**config.mk**
```make
export PLATFORM = sky130hd
export DESIGN_NAME = keypad_longpress_serial_sender_flat
export DESIGN_NICKNAME = d
export VERILOG_FILES = /design/src/kls_pkg.sv /design/src/kls_in_if.sv /design/src/kls_out_if.sv /design/src/keypad_longpress_serial_sender.sv /design/src/flat_wrapper.sv
export VERILOG_INCLUDE_DIRS = /design/src /design/src/src
export SDC_FILE = /design/constraint.sdc
export NUM_CORES = 1
export LEC_CHECK = 0
export ABC_AREA = 1
export BUFFER_PORTS_ARGS = -buffer_cell sky130_fd_sc_hd__buf_4
export CAP_MARGIN = 40
export CORE_ASPECT_RATIO = 1.1
export CORE_MARGIN = 3
export CORE_UTILIZATION = 30
export CTS_CLUSTER_SIZE = 12
export DETAILED_ROUTE_END_ITERATION = 10
export PLACE_DENSITY_LB_ADDON = 0.2
export SLEW_MARGIN = 20
export SYNTH_ARGS = -nofsm -noshare
export SYNTH_HDL_FRONTEND = slang
export SYNTH_SLANG_ARGS = --single-unit
```
**constraint.sdc**
```tcl
create_clock -name clk -period 10.3 [get_ports clk]
set_input_delay 1.545 -clock clk [delete_from_list [all_inputs] [get_ports clk]]
set_output_delay 1.545 -clock clk [all_outputs]
set_load 0.01 [all_outputs]
```
**src/assert_macros.svh**
```systemverilog
// Assertion macros shared by the RTL. Each macro expects clk in scope; ASSERT_CLK also expects arst_n.
`ifndef ASSERT_MACROS_SVH
`define ASSERT_MACROS_SVH

`ifndef SYNTH

// Property checked on every clock edge outside reset.
`define ASSERT_CLK(lbl, prop, msg) \
	lbl: assert property (@(posedge clk) disable iff (!arst_n) (prop)) else $error(msg);

// Property checked on every clock edge, also while reset is held.
`define ASSERT_CLK_ALWAYS(lbl, prop, msg) \
	lbl: assert property (@(posedge clk) (prop)) else $error(msg);

`else

`define ASSERT_CLK(lbl, prop, msg)
`define ASSERT_CLK_ALWAYS(lbl, prop, msg)

`endif

`endif

```
**src/kls_pkg.sv**
```systemverilog
package kls_pkg;

	// Fixed field widths.
	localparam int ROW_W       = 4;
	localparam int COL_W       = 4;
	localparam int CODE_W      = 8;
	localparam int TICK_W      = 16;
	localparam int HOLD_W      = 12;
	localparam int CFG_IDX_W   = 3;
	localparam int CFG_DATA_W  = 16;
	localparam int FRAME_BITS  = 8;
	localparam int BIT_IDX_W   = 4;
	localparam int KEYS        = 16;

	// Default geometry of the keypad.
	localparam int DEF_ROWS = 4;
	localparam int DEF_COLS = 4;

	// Register reset values.
	localparam logic [TICK_W-1:0] RST_SCAN_GAP  = 16'd120;
	localparam logic [TICK_W-1:0] RST_DEBOUNCE  = 16'd120;
	localparam logic [TICK_W-1:0] RST_HOLD_STEP = 16'd24;
	localparam logic [HOLD_W-1:0] RST_HOLD_STEPS = 12'd295;
	localparam logic [TICK_W-1:0] RST_BIT_TICKS = 16'd10;

	// ASCII anchors for hex digits.
	localparam logic [CODE_W-1:0] ASCII_ZERO = 8'h30;
	localparam logic [CODE_W-1:0] ASCII_A    = 8'h41;

	// Configuration register indexes.
	typedef enum logic [CFG_IDX_W-1:0] {
		REG_SCAN_GAP  = 3'd0,
		REG_DEBOUNCE  = 3'd1,
		REG_HOLD_STEP = 3'd2,
		REG_HOLD_STEPS = 3'd3,
		REG_BIT_TICKS = 3'd4
	} cfg_reg_t;

	// Scanner phases.
	typedef enum logic [1:0] {
		PH_GAP,
		PH_SETTLE,
		PH_HOLD,
		PH_TX
	} phase_t;

	// One result beat.
	typedef struct packed {
		logic [COL_W-1:0]  column_drive;
		logic              carrier_on;
		logic              key_sent;
		logic [CODE_W-1:0] key_code;
		logic              transmitting;
	} result_t;

	// ASCII hex digit of a key number.
	function automatic logic [CODE_W-1:0] hex_code(input logic [3:0] n);
		logic [CODE_W-1:0] nz;
		nz = {4'd0, n};
		if (n < 4'd10) begin
			return ASCII_ZERO + nz;
		end else begin
			return ASCII_A + (nz - 8'd10);
		end
	endfunction

endpackage

```
**src/kls_in_if.sv**
```systemverilog
interface kls_in_if import kls_pkg::*; ();

	logic             valid;
	logic             ready;
	logic [ROW_W-1:0] row_levels;

	modport source (output valid, output row_levels, input ready);
	modport sink (input valid, input row_levels, output ready);

endinterface

```
**src/kls_out_if.sv**
```systemverilog
interface kls_out_if import kls_pkg::*; ();

	logic              valid;
	logic              ready;
	logic [COL_W-1:0]  column_drive;
	logic              carrier_on;
	logic              key_sent;
	logic [CODE_W-1:0] key_code;
	logic              transmitting;

	modport source (
		output valid, output column_drive, output carrier_on, output key_sent,
		output key_code, output transmitting, input ready
	);
	modport sink (
		input valid, input column_drive, input carrier_on, input key_sent,
		input key_code, input transmitting, output ready
	);

endinterface

```
**src/keypad_longpress_serial_sender.sv**
```systemverilog
// Channel   | Dir | Payload                                              | Beat
// ----------+-----+------------------------------------------------------+-----------------
// in_ch     | in  | row_levels                                           | one base tick
// out_ch    | out | column_drive, carrier_on, key_sent, key_code,        | state after tick
//           |     | transmitting                                         |
// cfg port  | in  | cfg_we, cfg_index, cfg_wdata                         | one register write
//
// One input beat per clock while in_ch.ready is high; its result beat is registered in the output buffer.
// The scanner state is updated by one pass of compare and flag logic per accepted beat.
// A two-entry output buffer (output register plus skid) lets input flow while out_ch stalls;
// in_ch.ready drops only when both entries are full.
// arst_n clears the scanner state, the registers to their defaults, and the output buffer.
`include "assert_macros.svh"

module keypad_longpress_serial_sender import kls_pkg::*; #(
	parameter int ROWS = DEF_ROWS,
	parameter int COLS = DEF_COLS
) (
	input  logic                  clk,
	input  logic                  arst_n,
	input  logic                  cfg_we,
	input  logic [CFG_IDX_W-1:0]  cfg_index,
	input  logic [CFG_DATA_W-1:0] cfg_wdata,
	kls_in_if.sink                in_ch,
	kls_out_if.source             out_ch
);

	// Configuration registers.
	logic [TICK_W-1:0] scan_gap_q, debounce_q, hold_step_q, bit_ticks_q;
	logic [HOLD_W-1:0] hold_steps_q;

	// Scanner state.
	phase_t               phase_q, phase_d;
	logic [TICK_W-1:0]    tick_q, tick_d;
	logic [HOLD_W-1:0]    hold_q, hold_d;
	logic [1:0]           row_q, row_d;
	logic [1:0]           col_q, col_d;
	logic [KEYS-1:0]      pressed_q, pressed_d;
	logic [3:0]           prev_q, prev_d;
	logic [CODE_W-1:0]    frame_q, frame_d;
	logic [BIT_IDX_W-1:0] bit_q, bit_d;
	logic                 sending_q, sending_d;
	logic                 carrier_q, carrier_d;
	logic [CODE_W-1:0]    last_q, last_d;

	// Per-beat working signals.
	logic              in_fire;
	logic              sent_c;
	logic              fire;
	logic              advance;
	logic              released;
	logic [3:0]        key;
	logic [TICK_W-1:0] period;
	logic [TICK_W:0]   tick_inc;
	logic [2:0]        row_inc;
	logic [2:0]        col_inc;
	logic [CODE_W-1:0] code;
	result_t           res_c;

	// Output buffer.
	result_t out_q, skid_q;
	logic    out_v_q, skid_v_q;
	logic    out_free;

	assign in_ch.ready = !skid_v_q;
	assign in_fire     = in_ch.valid && in_ch.ready;
	assign out_free    = !out_v_q || out_ch.ready;

	// Register writes; indexes beyond the list are dropped.
	always_ff @(posedge clk or negedge arst_n) begin
		if (!arst_n) begin
			scan_gap_q   <= RST_SCAN_GAP;
			debounce_q   <= RST_DEBOUNCE;
			hold_step_q  <= RST_HOLD_STEP;
			hold_steps_q <= RST_HOLD_STEPS;
			bit_ticks_q  <= RST_BIT_TICKS;
		end else if (cfg_we) begin
			unique case (cfg_index)
				REG_SCAN_GAP:   scan_gap_q   <= cfg_wdata;
				REG_DEBOUNCE:   debounce_q   <= cfg_wdata;
				REG_HOLD_STEP:  hold_step_q  <= cfg_wdata;
				REG_HOLD_STEPS: hold_steps_q <= cfg_wdata[HOLD_W-1:0];
				REG_BIT_TICKS:  bit_ticks_q  <= cfg_wdata;
				default: ;
			endcase
		end
	end

	// Next state for one tick.
	always_comb begin
		phase_d   = phase_q;
		hold_d    = hold_q;
		row_d     = row_q;
		col_d     = col_q;
		pressed_d = pressed_q;
		prev_d    = prev_q;
		frame_d   = frame_q;
		bit_d     = bit_q;
		sending_d = sending_q;
		carrier_d = carrier_q;
		last_d    = last_q;
		sent_c    = 1'b0;
		advance   = 1'b0;

		key      = {row_q, col_q};
		released = in_ch.row_levels[row_q];
		code     = hex_code(key);

		unique case (phase_q)
			PH_GAP:    period = scan_gap_q;
			PH_SETTLE: period = debounce_q;
			PH_HOLD:   period = hold_step_q;
			PH_TX:     period = bit_ticks_q;
		endcase

		// A wait fires once the count reaches its period; a zero period acts as one.
		tick_inc = {1'b0, tick_q} + 17'd1;
		fire     = tick_inc >= {1'b0, period};
		tick_d   = fire ? '0 : tick_inc[TICK_W-1:0];

		unique case (phase_q)
			PH_GAP: begin
				if (fire) begin
					for (int r = 0; r < 4; r++) begin
						prev_d[r] = pressed_q[{2'(r), col_q}];
					end
					phase_d = PH_SETTLE;
				end
			end
			PH_SETTLE: begin
				if (fire) begin
					if (!released) begin
						pressed_d[key] = 1'b1;
						hold_d         = '0;
						phase_d        = PH_HOLD;
					end else begin
						pressed_d[key] = 1'b0;
						advance        = 1'b1;
					end
				end
			end
			PH_HOLD: begin
				if (fire) begin
					if (hold_q < hold_steps_q) begin
						hold_d = hold_q + 12'd1;
						// Early release clears the key and ends the hold at the next sample.
						if (released) begin
							pressed_d[key] = 1'b0;
							hold_d         = hold_steps_q;
						end
					end else begin
						hold_d = '0;
						if (pressed_q[key] && !prev_q[row_q]) begin
							last_d    = code;
							frame_d   = code;
							sending_d = 1'b1;
							sent_c    = 1'b1;
						end
						advance = 1'b1;
					end
				end
			end
			PH_TX: begin
				if (fire) begin
					if (bit_q >= BIT_IDX_W'(FRAME_BITS)) begin
						carrier_d = 1'b0;
						bit_d     = '0;
						sending_d = 1'b0;
						phase_d   = PH_GAP;
					end else begin
						carrier_d = !frame_q[bit_q[2:0]];
						bit_d     = bit_q + 4'd1;
					end
				end
			end
		endcase

		// Step to the next row, or close the column and start a frame if one is pending.
		row_inc = {1'b0, row_q} + 3'd1;
		col_inc = {1'b0, col_q} + 3'd1;
		if (advance) begin
			if (row_inc < 3'(ROWS) && !sending_d) begin
				row_d   = row_inc[1:0];
				phase_d = PH_SETTLE;
			end else begin
				row_d = '0;
				col_d = (col_inc >= 3'(COLS)) ? 2'd0 : col_inc[1:0];
				if (sending_d) begin
					phase_d   = PH_TX;
					carrier_d = 1'b1;
					bit_d     = '0;
				end else begin
					phase_d = PH_GAP;
				end
			end
		end
	end

	// Result fields from the state after the tick.
	always_comb begin
		res_c.column_drive = (phase_d == PH_SETTLE || phase_d == PH_HOLD) ?
			(COL_W'(1) << col_d) : '0;
		res_c.carrier_on   = carrier_d;
		res_c.key_sent     = sent_c;
		res_c.key_code     = last_d;
		res_c.transmitting = sending_d;
	end

	// Scanner state registers, advanced once per accepted beat.
	always_ff @(posedge clk or negedge arst_n) begin
		if (!arst_n) begin
			phase_q   <= PH_GAP;
			tick_q    <= '0;
			hold_q    <= '0;
			row_q     <= '0;
			col_q     <= '0;
			pressed_q <= '0;
			prev_q    <= '0;
			frame_q   <= '0;
			bit_q     <= '0;
			sending_q <= 1'b0;
			carrier_q <= 1'b0;
			last_q    <= '0;
		end else if (in_fire) begin
			phase_q   <= phase_d;
			tick_q    <= tick_d;
			hold_q    <= hold_d;
			row_q     <= row_d;
			col_q     <= col_d;
			pressed_q <= pressed_d;
			prev_q    <= prev_d;
			frame_q   <= frame_d;
			bit_q     <= bit_d;
			sending_q <= sending_d;
			carrier_q <= carrier_d;
			last_q    <= last_d;
		end
	end

	// Output buffer valid flags.
	always_ff @(posedge clk or negedge arst_n) begin
		if (!arst_n) begin
			out_v_q  <= 1'b0;
			skid_v_q <= 1'b0;
		end else if (out_free) begin
			if (skid_v_q) begin
				out_v_q  <= 1'b1;
				skid_v_q <= 1'b0;
			end else begin
				out_v_q <= in_fire;
			end
		end else if (in_fire) begin
			skid_v_q <= 1'b1;
		end
	end

	// Output buffer payload.
	always_ff @(posedge clk) begin
		if (out_free) begin
			if (skid_v_q) begin
				out_q <= skid_q;
			end else if (in_fire) begin
				out_q <= res_c;
			end
		end
		if (in_fire && !out_free) begin
			skid_q <= res_c;
		end
	end

	assign out_ch.valid        = out_v_q;
	assign out_ch.column_drive = out_q.column_drive;
	assign out_ch.carrier_on   = out_q.carrier_on;
	assign out_ch.key_sent     = out_q.key_sent;
	assign out_ch.key_code     = out_q.key_code;
	assign out_ch.transmitting = out_q.transmitting;

	`ASSERT_CLK(a_skid_behind_out, skid_v_q |-> out_v_q, "skid entry without output entry")
	`ASSERT_CLK(a_tx_matches_sending, (phase_q == PH_TX) == sending_q, "frame flag out of step")
	`ASSERT_CLK(a_carrier_in_frame, carrier_q |-> sending_q, "carrier on outside a frame")
	`ASSERT_CLK(a_latch_starts_frame, (in_fire && sent_c) |=> (phase_q == PH_TX && bit_q == '0), "no frame")
	`ASSERT_CLK(a_out_held, (out_v_q && !out_ch.ready) |=> (out_v_q && $stable(out_q)), "stall lost")

endmodule

```
**src/flat_wrapper.sv**
```systemverilog
// flat-port wrapper written by rule: the top's interface ports become plain ports
module keypad_longpress_serial_sender_flat import kls_pkg::*;
#(
	parameter int ROWS = DEF_ROWS,
	parameter int COLS = DEF_COLS
)
  (clk, arst_n, cfg_we, cfg_index, cfg_wdata, in_ch_valid, in_ch_row_levels, in_ch_ready, out_ch_valid, out_ch_column_drive, out_ch_carrier_on, out_ch_key_sent, out_ch_key_code, out_ch_transmitting, out_ch_ready);
  kls_in_if in_ch_i ();
  kls_out_if out_ch_i ();
  input  logic clk;
  input  logic arst_n;
  input  logic cfg_we;
  input  logic [CFG_IDX_W-1:0] cfg_index;
  input  logic [CFG_DATA_W-1:0] cfg_wdata;
  input wire logic [$bits(in_ch_i.valid)-1:0] in_ch_valid;
  input wire logic [$bits(in_ch_i.row_levels)-1:0] in_ch_row_levels;
  output wire logic [$bits(in_ch_i.ready)-1:0] in_ch_ready;
  output wire logic [$bits(out_ch_i.valid)-1:0] out_ch_valid;
  output wire logic [$bits(out_ch_i.column_drive)-1:0] out_ch_column_drive;
  output wire logic [$bits(out_ch_i.carrier_on)-1:0] out_ch_carrier_on;
  output wire logic [$bits(out_ch_i.key_sent)-1:0] out_ch_key_sent;
  output wire logic [$bits(out_ch_i.key_code)-1:0] out_ch_key_code;
  output wire logic [$bits(out_ch_i.transmitting)-1:0] out_ch_transmitting;
  input wire logic [$bits(out_ch_i.ready)-1:0] out_ch_ready;
  assign in_ch_i.valid = in_ch_valid;
  assign in_ch_i.row_levels = in_ch_row_levels;
  assign in_ch_ready = in_ch_i.ready;
  assign out_ch_valid = out_ch_i.valid;
  assign out_ch_column_drive = out_ch_i.column_drive;
  assign out_ch_carrier_on = out_ch_i.carrier_on;
  assign out_ch_key_sent = out_ch_i.key_sent;
  assign out_ch_key_code = out_ch_i.key_code;
  assign out_ch_transmitting = out_ch_i.transmitting;
  assign out_ch_i.ready = out_ch_ready;
  keypad_longpress_serial_sender #(.ROWS(ROWS), .COLS(COLS)) u_core (.clk(clk), .arst_n(arst_n), .cfg_we(cfg_we), .cfg_index(cfg_index), .cfg_wdata(cfg_wdata), .in_ch(in_ch_i), .out_ch(out_ch_i));
endmodule
```
==> results_dict.tcl <==
set metrics [dict create \
    slew_headroom 0.453 \
    postRouteAntennaNets 0 \
    fin_worst_skew_ps 24.2 \
    root_buffer "clkbuf_16" \
    layout-drive-gt1-share 0.129 \
    ys_seq_area_frac 0.484 \
    diodes 0 \
    hp-class "register to register" \
    cts_setup_buffers 0 \
    first_iter_violations 352 \
    cts-resized-gates 0 \
    min_period_over_period 0.420 \
    arrival_ps 4520 \
    setup_violations 0 \
    detailed_place_hpwl_um 16400 \
    cts_hold_buf 0 \
    leakagePower_uw 0.00526 \
    cap_violations 0 \
    synth_compound_area_frac 0.163 \
    grt_pass1_vias 7621 \
    drc 0 \
    htreeDepth 4 \
    cpPeakStageDelay_ps 410 \
    grt_pass1_wl_um 39800 \
    synthFlopType "dfrtp_1" \
    die_w_um 178 \
    coreArea_um2 31800 \
    worst-path-buf-inv 6 \
    muxShareOfSynthArea 0 \
    status "complete, no violations" \
    synth_xor_area_frac 0.0188 \
    worstSetupStartpointType "register" \
    cts_made_buffers 17 \
    grt_remaining_overflow 0 \
    drv_slew 0 \
    cts_tree "yes" \
    ctsLongestPathBuffers 2 \
    async_flop_share 0.836 \
    ys_types 43 \
    synth_edf_count 30 \
    cts.clk_slew.worst_paths_ps 80 \
    antenna_found_initial 0 \
    grt_usage 0.140 \
    grt_max_degree 69 \
    path_max_fanout 13 \
    viasPerCell 4.72 \
    rsz0062_at_grt "false" \
    synth_top_family_by_area "simple AND/OR/NAND/NOR gates" \
    wl_per_cell_um 14.4 \
    syn_inst 1162 \
    clock_latency_ps 450 \
    synth_area_um2 9810 \
    fin_hold_ws_ps 486 \
    final_common_cell "nand2_1" \
    synthSimpleGateAreaFrac 0.193 \
    initial_core_util 0.308 \
    worst_pin_slew_ps 821 \
    syn_avg_cell_area_um2 8.44 \
    ios 45 \
    gp_congestion 0.827 \
    finalCriticalPeriod_ps 4330 \
    yosys_register_bits 183 \
    irDropWorstVdd_v 0.0000989 \
    syn-num-nets 1236 \
    die-area_um2 34900 \
    cts_sinks 183 \
    end_kind "register" \
    slowest_stage "dfrtp_1" \
    synthAdderAreaFrac 0.0587 \
    final_cell_mix "273 x nand2_1, 151 x o21ai_0, 143 x inv_1" \
    nNetsFinal 1265 \
    criticalPathCategory "register to register" \
    cpLargestDelayFamily "simple AND/OR/NAND/NOR gates" \
    fin_tns_setup_ps 0 \
    power_density_nw_per_um2 259 \
    num_vias 7659 \
    area_growth_syn_to_layout_pct 14.6 \
    fmax_ghz 0.231 \
    die_y_um 196 \
    hold_viol 0 \
    ys_warn_count 0 \
    fp-row-count 68 \
    portBuffers 44 \
    crit_required_ps 10490 \
    dr.pass1.iters 4 \
    wl_um 23300 \
]
[synthesized netlist by cell type (17+ instances only)]
library cell,instances,area (um2)
nand2_1,273,1020
o21ai_0,151,756
inv_1,143,537
dfrtp_1,136,3400
a21oi_1,64,320
ha_1,46,576
nor2_1,40,150
nand3_1,39,195
clkbuf_1,31,116
edfxtp_1,30,901
nand4_1,29,181
o22ai_1,26,163
xor2_1,20,175
dfstp_2,17,447
[worst register-to-register path: cells and delay by family (launching register included)]
kind / cells / cell delay [ps]
xor+xnor: 1 / 210
fa+ha+maj: 1 / 310
buf+inv: 6 / 420
flops: 1 / 410
simple gates: 20 / 2770
[per-stage QoR]
stage	util	instance area [um2]	setup slack (ps)	total power, uW	cells
2_1_floorplan	-	9810	6800	1900	1162
6_report	0.353	11200	5970	2910	1624
3_5_place_dp	0.334	10600	5950	2260	1592
4_1_cts	0.353	11200	5930	2940	1624
5_1_grt	0.353	11200	5460	3170	1624
3_3_place_gp	0.330	10500	5840	2220	1583
[layout make-up]
type	count	area, um2
Clock buffer	17	425
Clock inverter	15	179
Fill cell	3301	20600
Inverter	155	583
Multi-Input combinational cell	775	4250
Sequential cell	183	4750
Tap cell	420	526
Timing Repair Buffer	59	524
[state kept, by name (all words and copies together) (netlist names), 7 cells and up, named ones only]
signal and flops:
u_core.bit_ticks_q 16, u_core.debounce_q 16, u_core.hold_step_q 16, u_core.scan_gap_q 16, u_core.tick_q 16, u_core.skid_q 15, u_core.hold_q 12, u_core.hold_steps_q 12
u_core.last_q 8, u_core.out_ch.key_code 8, u_core.frame_q 7
[power by group]
| group | internal [uW] | switching [uW] | leakage (uW) | total, uW |
|---|---|---|---|---|
| clock network | 330 | 341 | 0.000296 | 672 |
| logic | 431 | 789 | 0.00289 | 1220 |
| registers | 898 | 119 | 0.00207 | 1020 |
[layer usage]
layer	wire, um	up-vias	global-route usage
met4	266	0	0.0349
li1	-	3934	-
met2	10500	108	0.222
met5	0	-	0
met3	630	18	0.0226
met1	11900	3599	0.198
[path summary, 6_finish.rpt]
kind / start / end / slack (ps) / cells past startpoint
worst max-delay path: u_core.tick_q[2] / u_core.out_ch.column_drive[3] / 5970 / 28
max in group asynchronous: arst_n / u_core.last_q[4] / 8300 / 2
worst min register to register: u_core.debounce_q[10] / u_core.debounce_q[10] / 490 / 2
min in group asynchronous: arst_n / u_core.hold_q[5] / 1010 / 1
worst max register to register: u_core.tick_q[2] / u_core.out_ch.column_drive[3] / 5970 / 28
worst min-delay path: u_core.debounce_q[10] / u_core.debounce_q[10] / 490 / 2
[kinds of logic after synthesis]
family | after synthesis
and+or+nand+nor | 423
AOI/OAI and AO/OA | 285
xor gates and xnor gates | 21
DFF | 183
adders and majority gates | 46
buffers and inverters | 204
Power figures use the tool's default switching activity.
